File: src/rtl/msd_pkg.sv
// Shared constants, codes and types of the moving-average settling detector.
// No dependencies.
package msd_pkg;

  localparam int SAMPLE_W  = 12;
  localparam int SUM_W     = 16;
  localparam int AVG_W     = 16;
  localparam int DELTA_W   = 12;
  localparam int LIMIT_W   = 17;
  localparam int COUNT_W   = 18;
  localparam int CFG_W     = 17;
  localparam int REG_IDX_W = 2;

  localparam int WINDOW_DEFAULT = 10;

  // Reciprocal divide: avg = (sum * ceil(2^DIV_SHIFT / WINDOW)) >> DIV_SHIFT
  localparam int DIV_SHIFT = 21;
  localparam int RECIP_W   = 22;

  localparam logic [DELTA_W-1:0] DELTA_RESET = 12'd2;
  localparam logic [LIMIT_W-1:0] LIMIT_RESET = 17'd99999;

  localparam logic OP_SAMPLE  = 1'b0;
  localparam logic OP_RESTART = 1'b1;

  localparam logic [REG_IDX_W-1:0] REG_STABLE_DELTA  = 2'd0;
  localparam logic [REG_IDX_W-1:0] REG_ATTEMPT_LIMIT = 2'd1;

  typedef struct packed {
    logic upd;
    logic clr;
  } ch_ctrl_t;

  typedef struct packed {
    logic [AVG_W-1:0] avg;
    logic             stable;
  } ch_res_t;

  typedef struct packed {
    logic               done;
    logic               succ;
    logic [COUNT_W-1:0] count;
  } status_t;

endpackage

File: src/rtl/msd_if.sv
// Request and result channel interfaces of the settling detector.
// Depends on msd_pkg.
interface msd_item_if import msd_pkg::*; ();
  logic                valid;
  logic                ready;
  logic                op;
  logic [SAMPLE_W-1:0] sample_nh3;
  logic [SAMPLE_W-1:0] sample_co;
  logic [SAMPLE_W-1:0] sample_no2;

  modport source (output valid, op, sample_nh3, sample_co, sample_no2, input ready);
  modport sink (input valid, op, sample_nh3, sample_co, sample_no2, output ready);
endinterface

interface msd_result_if import msd_pkg::*; ();
  logic               valid;
  logic               ready;
  logic [AVG_W-1:0]   avg_nh3;
  logic [AVG_W-1:0]   avg_co;
  logic [AVG_W-1:0]   avg_no2;
  logic               stable_nh3;
  logic               stable_co;
  logic               stable_no2;
  logic               finished;
  logic               succeeded;
  logic [COUNT_W-1:0] attempts;

  modport source (output valid, avg_nh3, avg_co, avg_no2, stable_nh3, stable_co,
                  stable_no2, finished, succeeded, attempts, input ready);
  modport sink (input valid, avg_nh3, avg_co, avg_no2, stable_nh3, stable_co,
                stable_no2, finished, succeeded, attempts, output ready);
endinterface

File: src/rtl/msd_channel.sv
// One sensor channel: sample ring, running sum, floored average and stability test.
// Depends on msd_pkg.
module msd_channel import msd_pkg::*; #(
  parameter int WINDOW = WINDOW_DEFAULT
) (
  input  logic                clk,
  input  logic                rst,
  input  ch_ctrl_t            ctrl,
  input  logic [SAMPLE_W-1:0] sample,
  input  logic [DELTA_W-1:0]  delta,
  output ch_res_t             res
);

  localparam int PTR_W = (WINDOW > 1) ? $clog2(WINDOW) : 1;
  localparam logic [PTR_W-1:0]   PTR_LAST = PTR_W'(WINDOW - 1);
  localparam logic [RECIP_W-1:0] RECIP =
    RECIP_W'(((64'd1 << DIV_SHIFT) + 64'(WINDOW) - 64'd1) / 64'(WINDOW));

  logic [SAMPLE_W-1:0] ring [WINDOW];
  logic [PTR_W-1:0]    ptr;
  logic [SUM_W-1:0]    sum;
  logic                stab;

  logic [SAMPLE_W-1:0]      old;
  logic [SUM_W-1:0]         sum_next;
  logic [SUM_W+RECIP_W-1:0] prod;
  logic [AVG_W-1:0]         avg;
  logic [AVG_W-1:0]         cur;
  logic [AVG_W-1:0]         diff;
  logic                     hit;
  logic                     stab_next;

  assign old = ring[ptr];

  always_comb begin
    if (ctrl.clr) begin
      sum_next = '0;
    end else if (ctrl.upd) begin
      sum_next = sum + SUM_W'(sample) - SUM_W'(old);
    end else begin
      sum_next = sum;
    end
  end

  assign prod = (SUM_W+RECIP_W)'(sum_next) * (SUM_W+RECIP_W)'(RECIP);
  assign avg  = prod[DIV_SHIFT +: AVG_W];
  assign cur  = AVG_W'(sample);
  assign diff = (avg >= cur) ? (avg - cur) : (cur - avg);
  assign hit  = diff < AVG_W'(delta);

  always_comb begin
    if (ctrl.clr) begin
      stab_next = 1'b0;
    end else if (ctrl.upd) begin
      stab_next = hit;
    end else begin
      stab_next = stab;
    end
  end

  assign res.avg    = avg;
  assign res.stable = stab_next;

  always_ff @(posedge clk) begin
    if (rst || ctrl.clr) begin
      for (int i = 0; i < WINDOW; i++) begin
        ring[i] <= '0;
      end
      ptr  <= '0;
      sum  <= '0;
      stab <= 1'b0;
    end else if (ctrl.upd) begin
      ring[ptr] <= sample;
      ptr       <= (ptr == PTR_LAST) ? '0 : ptr + 1'b1;
      sum       <= sum_next;
      stab      <= stab_next;
    end
  end

endmodule

File: src/rtl/msd_ctrl.sv
// Run control: attempt counter, finished and success flags.
// Depends on msd_pkg.
module msd_ctrl import msd_pkg::*; (
  input  logic               clk,
  input  logic               rst,
  input  logic               go,
  input  logic               op,
  input  logic               any,
  input  logic [LIMIT_W-1:0] limit,
  output status_t            cur,
  output status_t            nxt
);

  logic below;

  assign below = cur.count < COUNT_W'(limit);

  always_comb begin
    nxt = cur;
    if (go) begin
      if (op == OP_RESTART) begin
        nxt = '0;
      end else if (!cur.done) begin
        if (any) begin
          nxt.done = 1'b1;
          nxt.succ = below;
        end else begin
          nxt.count = cur.count + 1'b1;
          if (!below) begin
            nxt.done = 1'b1;
            nxt.succ = 1'b0;
          end
        end
      end
    end
  end

  always_ff @(posedge clk) begin
    if (rst) begin
      cur <= '0;
    end else begin
      cur <= nxt;
    end
  end

endmodule

File: src/rtl/moving_average_settling_detector_top.sv
// Top level of the three-channel moving-average settling detector.
// Depends on msd_pkg, msd_if, msd_channel and msd_ctrl.
//
//   channel  dir  handshake       payload
//   item     in   valid / ready   op, sample_nh3, sample_co, sample_no2
//   result   out  valid / ready   avg_*, stable_*, finished, succeeded, attempts
//   wr       in   wr_en           wr_index, wr_data
//
// One request per cycle sustained while the result side is ready; each
// passes the input register, then the result register, to a valid result.
// The running-sum update, reciprocal divide and stability compare fit between
// the two registers, so state is updated in time for the next request.
// A stalled result holds; a new request is still taken while the input
// register is empty. Synchronous reset clears run state and both valid bits.
module moving_average_settling_detector_top import msd_pkg::*; #(
  parameter int WINDOW = WINDOW_DEFAULT
) (
  input  logic                 clk,
  input  logic                 rst,
  msd_item_if.sink             item,
  msd_result_if.source         result,
  input  logic                 wr_en,
  input  logic [REG_IDX_W-1:0] wr_index,
  input  logic [CFG_W-1:0]     wr_data
);

  logic [DELTA_W-1:0] stable_delta;
  logic [LIMIT_W-1:0] attempt_limit;

  logic                s1_vld;
  logic                s1_op;
  logic [SAMPLE_W-1:0] s1_nh3;
  logic [SAMPLE_W-1:0] s1_co;
  logic [SAMPLE_W-1:0] s1_no2;
  logic                s1_go;

  logic               o_vld;
  logic [AVG_W-1:0]   o_avg_nh3;
  logic [AVG_W-1:0]   o_avg_co;
  logic [AVG_W-1:0]   o_avg_no2;
  logic               o_stab_nh3;
  logic               o_stab_co;
  logic               o_stab_no2;
  status_t            o_status;

  ch_ctrl_t ch_ctrl;
  ch_res_t  res_nh3;
  ch_res_t  res_co;
  ch_res_t  res_no2;
  status_t  st_cur;
  status_t  st_nxt;
  logic     any;

  always_ff @(posedge clk) begin
    if (rst) begin
      stable_delta  <= DELTA_RESET;
      attempt_limit <= LIMIT_RESET;
    end else if (wr_en) begin
      unique case (wr_index)
        REG_STABLE_DELTA:  stable_delta  <= wr_data[DELTA_W-1:0];
        REG_ATTEMPT_LIMIT: attempt_limit <= wr_data[LIMIT_W-1:0];
        default: ;
      endcase
    end
  end

  assign s1_go      = s1_vld && (!o_vld || result.ready);
  assign item.ready = !rst && (!s1_vld || s1_go);

  always_ff @(posedge clk) begin
    if (rst) begin
      s1_vld <= 1'b0;
    end else if (item.ready) begin
      s1_vld <= item.valid;
    end
  end

  always_ff @(posedge clk) begin
    if (item.valid && item.ready) begin
      s1_op  <= item.op;
      s1_nh3 <= item.sample_nh3;
      s1_co  <= item.sample_co;
      s1_no2 <= item.sample_no2;
    end
  end

  assign ch_ctrl.clr = s1_go && (s1_op == OP_RESTART);
  assign ch_ctrl.upd = s1_go && (s1_op == OP_SAMPLE) && !st_cur.done;

  msd_channel #(.WINDOW(WINDOW)) u_ch_nh3 (
    .clk(clk), .rst(rst), .ctrl(ch_ctrl), .sample(s1_nh3),
    .delta(stable_delta), .res(res_nh3)
  );

  msd_channel #(.WINDOW(WINDOW)) u_ch_co (
    .clk(clk), .rst(rst), .ctrl(ch_ctrl), .sample(s1_co),
    .delta(stable_delta), .res(res_co)
  );

  msd_channel #(.WINDOW(WINDOW)) u_ch_no2 (
    .clk(clk), .rst(rst), .ctrl(ch_ctrl), .sample(s1_no2),
    .delta(stable_delta), .res(res_no2)
  );

  assign any = res_nh3.stable || res_co.stable || res_no2.stable;

  msd_ctrl u_ctrl (
    .clk(clk), .rst(rst), .go(s1_go), .op(s1_op), .any(any),
    .limit(attempt_limit), .cur(st_cur), .nxt(st_nxt)
  );

  always_ff @(posedge clk) begin
    if (rst) begin
      o_vld <= 1'b0;
    end else if (s1_go) begin
      o_vld <= 1'b1;
    end else if (result.ready) begin
      o_vld <= 1'b0;
    end
  end

  always_ff @(posedge clk) begin
    if (s1_go) begin
      o_avg_nh3  <= res_nh3.avg;
      o_avg_co   <= res_co.avg;
      o_avg_no2  <= res_no2.avg;
      o_stab_nh3 <= res_nh3.stable;
      o_stab_co  <= res_co.stable;
      o_stab_no2 <= res_no2.stable;
      o_status   <= st_nxt;
    end
  end

  assign result.valid      = o_vld;
  assign result.avg_nh3    = o_avg_nh3;
  assign result.avg_co     = o_avg_co;
  assign result.avg_no2    = o_avg_no2;
  assign result.stable_nh3 = o_stab_nh3;
  assign result.stable_co  = o_stab_co;
  assign result.stable_no2 = o_stab_no2;
  assign result.finished   = o_status.done;
  assign result.succeeded  = o_status.succ;
  assign result.attempts   = o_status.count;

endmodule

File: src/flat_wrapper.sv
// flat-port wrapper written by rule: the top's interface ports become plain ports
module moving_average_settling_detector_top_flat import msd_pkg::*;
#(
  parameter int WINDOW = WINDOW_DEFAULT
)
  (clk, rst, wr_en, wr_index, wr_data, item_valid, item_op, item_sample_nh3, item_sample_co, item_sample_no2, item_ready, result_valid, result_avg_nh3, result_avg_co, result_avg_no2, result_stable_nh3, result_stable_co, result_stable_no2, result_finished, result_succeeded, result_attempts, result_ready);
  msd_item_if item_i ();
  msd_result_if result_i ();
  input  logic clk;
  input  logic rst;
  input  logic wr_en;
  input  logic [REG_IDX_W-1:0] wr_index;
  input  logic [CFG_W-1:0] wr_data;
  input wire logic [$bits(item_i.valid)-1:0] item_valid;
  input wire logic [$bits(item_i.op)-1:0] item_op;
  input wire logic [$bits(item_i.sample_nh3)-1:0] item_sample_nh3;
  input wire logic [$bits(item_i.sample_co)-1:0] item_sample_co;
  input wire logic [$bits(item_i.sample_no2)-1:0] item_sample_no2;
  output wire logic [$bits(item_i.ready)-1:0] item_ready;
  output wire logic [$bits(result_i.valid)-1:0] result_valid;
  output wire logic [$bits(result_i.avg_nh3)-1:0] result_avg_nh3;
  output wire logic [$bits(result_i.avg_co)-1:0] result_avg_co;
  output wire logic [$bits(result_i.avg_no2)-1:0] result_avg_no2;
  output wire logic [$bits(result_i.stable_nh3)-1:0] result_stable_nh3;
  output wire logic [$bits(result_i.stable_co)-1:0] result_stable_co;
  output wire logic [$bits(result_i.stable_no2)-1:0] result_stable_no2;
  output wire logic [$bits(result_i.finished)-1:0] result_finished;
  output wire logic [$bits(result_i.succeeded)-1:0] result_succeeded;
  output wire logic [$bits(result_i.attempts)-1:0] result_attempts;
  input wire logic [$bits(result_i.ready)-1:0] result_ready;
  assign item_i.valid = item_valid;
  assign item_i.op = item_op;
  assign item_i.sample_nh3 = item_sample_nh3;
  assign item_i.sample_co = item_sample_co;
  assign item_i.sample_no2 = item_sample_no2;
  assign item_ready = item_i.ready;
  assign result_valid = result_i.valid;
  assign result_avg_nh3 = result_i.avg_nh3;
  assign result_avg_co = result_i.avg_co;
  assign result_avg_no2 = result_i.avg_no2;
  assign result_stable_nh3 = result_i.stable_nh3;
  assign result_stable_co = result_i.stable_co;
  assign result_stable_no2 = result_i.stable_no2;
  assign result_finished = result_i.finished;
  assign result_succeeded = result_i.succeeded;
  assign result_attempts = result_i.attempts;
  assign result_i.ready = result_ready;
  moving_average_settling_detector_top #(.WINDOW(WINDOW)) u_core (.clk(clk), .rst(rst), .item(item_i), .result(result_i), .wr_en(wr_en), .wr_index(wr_index), .wr_data(wr_data));
endmodule
File: config.mk
export PLATFORM = sky130hd
export DESIGN_NAME = moving_average_settling_detector_top_flat
export DESIGN_NICKNAME = d
export VERILOG_FILES = /design/src/rtl/msd_pkg.sv /design/src/rtl/msd_if.sv /design/src/rtl/msd_channel.sv /design/src/rtl/msd_ctrl.sv /design/src/rtl/moving_average_settling_detector_top.sv /design/src/flat_wrapper.sv
export SDC_FILE = /design/constraint.sdc
export NUM_CORES = 2
export LEC_CHECK = 0
export ABC_AREA = 1
export BUFFER_PORTS_ARGS = -buffer_cell sky130_fd_sc_hd__buf_2
export CAP_MARGIN = 10
export CORE_ASPECT_RATIO = 0.9
export CORE_UTILIZATION = 30
export CTS_CLUSTER_DIAMETER = 120
export CTS_CLUSTER_SIZE = 16
export DETAILED_ROUTE_END_ITERATION = 10
export GPL_TIMING_DRIVEN = 1
export PLACE_DENSITY = 0.47
export SLEW_MARGIN = 5
export SYNTH_ARGS = -nofsm -noshare
export SYNTH_HDL_FRONTEND = slang
export SYNTH_SLANG_ARGS = --single-unit
File: constraint.sdc
create_clock -name clk -period 32.3 [get_ports clk]
set_clock_uncertainty 0.15 [all_clocks]
set_input_delay 4.845 -clock clk [delete_from_list [all_inputs] [get_ports clk]]
set_output_delay 4.845 -clock clk [all_outputs]
set_load 0.01 [all_outputs]
==> results.txt <==
clock tree from TritonCTS = yes
via count = 38.9k
total routed wire length on the met1 layer = 77,900 µm
GR Util All Layers = 0.175
count of maximum capacitance violations = 0
largest net degree at the start of global routing = 86
highest-count cells in the layout ignoring fill and taps = 1,135 x sky130_fd_sc_hd__inv_1, 675 x sky130_fd_sc_hd__edfxtp_1, 616 x sky130_fd_sc_hd__nor2_1
endpoint required time on the critical path = 32.62 ns
pins over their slew limit = 0
wire length of the first global-routing pass = 245,000 µm
R2R Path End = u_core.result.attempts[8]$_DFFE_PP_
Critical Path Fanout Max = 59
DR iter-0 viols = 2,771
synthesized area per cell = 9.60 µm²
worst slack on hold paths = 0.316 ns
number of cells traversed by the worst register-to-register path = 73
worst path arrival time = 17.50 ns
clock tree root buffer cell = sky130_fd_sc_hd__clkbuf_16
run status = finished, final reports clean
total of buffers placed on input and output ports = 124
largest incremental delay on the critical path = 0.67 ns
cell-internal power = 2390 µW
Clock Sinks = 801
filler cell count in the final layout = 18.7k
register area share after synthesis = 0.416
CTS clk-pin slew, worst paths = 0.08 ns
Net Sw Frac = 0.448
Die Footprint = 184,000 µm²
number of levels the H-tree was split into = 2
router iterations before antenna repair = 5
Seq pwr share = 0.280
RSZ-0062 raised after global routing = no
number of synthesized flops with an enable pin = 675
areal power density over the cells = 72.3 nW/µm²
combinational family with the most area after synthesis = adder cells
Max Clk Rate = 58.2 MHz
post-place instance area = 58,100 µm²
fin worst setup slack = 15.12 ns
area fraction in and, or, nand and nor cells after synthesis = 0.105
hold buffers post-CTS = 0
worst setup path category = input port to flip-flop
xor-xnor portion of the synthesized cell area = 0.0178
total number of nets in the final design = 6,668
clock network fraction of total power = 0.174
final wirelength = 163,000 µm
Inst Count DP = 8,099
routed length on met2 = 74,500 µm
Most Frequent Cell on Critical Path = sky130_fd_sc_hd__inv_1
switching power summed over all nets = 1940 µW
Setup violations, final = 0
Site Rows = 148
Via-to-Cell Ratio = 4.73
transition time at the pin with the least slew margin = 1.11 ns
share of post-route cells with drive strength above 1 = 0.0499
setup slack after placement = 14.47 ns
library cell contributing the largest single delay on the critical path = sky130_fd_sc_hd__a21boi_2
total gr overflow = 0
total length of routed met3 wires = 5920 µm
later-pin clock latency in the skew report = 0.70 ns
cells after synthesis = 5,702
Critical Path End Type = flip-flop
total core area = 181,000 µm²
compound-gate portion of the synthesized area = 0.108
remaining routing DRC violations = 0
multiplexer fraction of the synthesized cell area = 0.0283
storage element area = 22,800 µm²
worst setup path start = result_ready
hold violation total from the final report = 0
commonest non-fill, non-tap cell in the layout = sky130_fd_sc_hd__inv_1
Final Instance Area = 59,900 µm²
leakage power = 0.0265 µW
non-filler cells in the finished layout = 8,215
combinational power share = 0.546
Hold/Removal Path Class = flip-flop to flip-flop
Die X = 452 µm
Post-Route Setup TNS = 0 ns
predominant post-synthesis flop cell = sky130_fd_sc_hd__edfxtp_1
Area growth syn-to-layout = 9.42%
number of top-level design ports = 134
worst relative slew slack = 0.257
Starting Density = 0.302
clock tree buffer depth = 3
crit path launch type = input port
antenna violations before repair = 4
Multi-input gate area = 26,900 µm²
average wire per standard cell = 19.9 µm
final cycle utilization of the critical path = 0.532
largest vdd supply drop = 0.0542 mV
TritonCTS buffer count = 60
overall die height = 407 µm
via count of the first global-routing pass = 38.9k
reg-to-reg setup timing slack = 15.87 ns
fraction of synthesis flops using an asynchronous set or reset pin = 0
post-CTS resize count = 0
setup bufs post-CTS = 0
number of distinct standard cells referenced by the synthesized netlist = 57
post-synthesis register bit count = 801
Setup crit end = u_core.result.attempts[8]$_DFFE_PP_
detailed-placement wirelength estimate = 124,000 µm
max layer used = met4
netlist area before placement = 54,700 µm²
area share of fa/ha/maj cells after synthesis = 0.232
final critical-path required period = 17.18 ns
gpl congestion = 0.916
final antenna-violating net count = 0
warnings from Yosys = 0
## cells in the mapped netlist (all sizes together), types with 44 or more instances
library cell	count	area [µm²]
inv	1138	4270
edfxtp	675	20300
nor2	621	2350
ha	567	7090
nand2	564	2130
a21oi	382	1920
o21ai	375	1880
fa	279	5590
o211ai	171	1280
mux2i	155	1550
clkbuf	135	507
dfxtp	126	2520
nand3	125	641
xor2	67	587
buf	52	265
nor3	50	262
xnor2	44	385
## worst min-delay path by stage
| stage | startpoint | endpoint | cells after the start |
|---|---|---|---|
| after floorplan | u_core.attempt_limit[11]$_SDFFE_PP0P_ | u_core.attempt_limit[11]$_SDFFE_PP0P_ | 2 |
| after global placement | u_core.attempt_limit[5]$_SDFFE_PP0P_ | u_core.attempt_limit[5]$_SDFFE_PP0P_ | 2 |
| after detailed placement | u_core.attempt_limit[6]$_SDFFE_PP0P_ | u_core.attempt_limit[6]$_SDFFE_PP0P_ | 2 |
| after CTS | u_core.attempt_limit[6]$_SDFFE_PP0P_ | u_core.attempt_limit[6]$_SDFFE_PP0P_ | 2 |
| after global routing | u_core.u_ch_co.stab$_SDFFE_PP0P_ | u_core.u_ch_co.stab$_SDFFE_PP0P_ | 2 |
| final | u_core.attempt_limit[6]$_SDFFE_PP0P_ | u_core.attempt_limit[6]$_SDFFE_PP0P_ | 2 |
## logic make-up (layout without fill, tap and decap cells)
logic type,count (synthesis),count (layout)
adders and majority gates,846,846
DFF,801,801
AOI/OAI and AO/OA,1033,1033
other,1,12
buffers and inverters,1340,1442
muxes,155,155
xor gates and xnor gates,111,111
and+or+nand+nor,1415,1415
## state kept, by name, indices dropped and copies added (netlist names), 12 cells and up, named ones only
name and flops:
u_core.s1_nh3 12, u_core.u_ch_nh3.ring 192, u_core.u_ch_co.ring 192, u_core.result.avg_co 13, u_core.result.avg_no2 13, u_core.u_ctrl.cur 20
u_core.u_ch_no2.sum 16, u_core.s1_co 12, u_core.u_ch_co.sum 16, u_core.result.attempts 18, u_core.u_ch_nh3.sum 16, u_core.u_ch_no2.ring 192
u_core.stable_delta 12, u_core.result.avg_nh3 13, u_core.attempt_limit 17, u_core.s1_no2 12
## metrics by stage
step / utilization / power (µW)
final: 0.331 / 4330
after global routing: 0.331 / 4740
after CTS: 0.331 / 4360
after detailed placement: 0.321 / 3580
after global placement: 0.321 / 3590
after floorplan: - / 2910
## layout make-up
class | count | area share
Multi-Input combinational cell | 3569 | 0.450
Timing Repair Buffer | 176 | 0.0169
Sequential cell | 801 | 0.381
Clock buffer | 102 | 0.0277
Inverter | 1153 | 0.0722
Antenna cell | 3 | 0.000125
Clock inverter | 11 | 0.00244
Tap cell | 2400 | 0.0501
## power by group through the flow
stage,clock network (µW),registers [µW],logic (µW)
after global routing,807,1220,2710
final,755,1210,2360
after floorplan,0,1230,1680
after global placement,0,1240,2360
after CTS,777,1220,2360
after detailed placement,0,1240,2340
## worst max-delay path, delay by kind of cell
kind / cells / cell delay (ns)
simple gates: 19 / 2.50
fa+ha+maj: 9 / 3.53
compound gates: 13 / 3.69
xor+xnor: 2 / 0.61
buf+inv: 15 / 2.23
## layer usage
metal  vias to the layer above  GRT usage
li1                      19000          -
met1                     19000      0.249
met2                       736      0.282
met3                       171     0.0148
met4                         0     0.0496
met5                         -          0
Power figures use the tool's default switching activity.
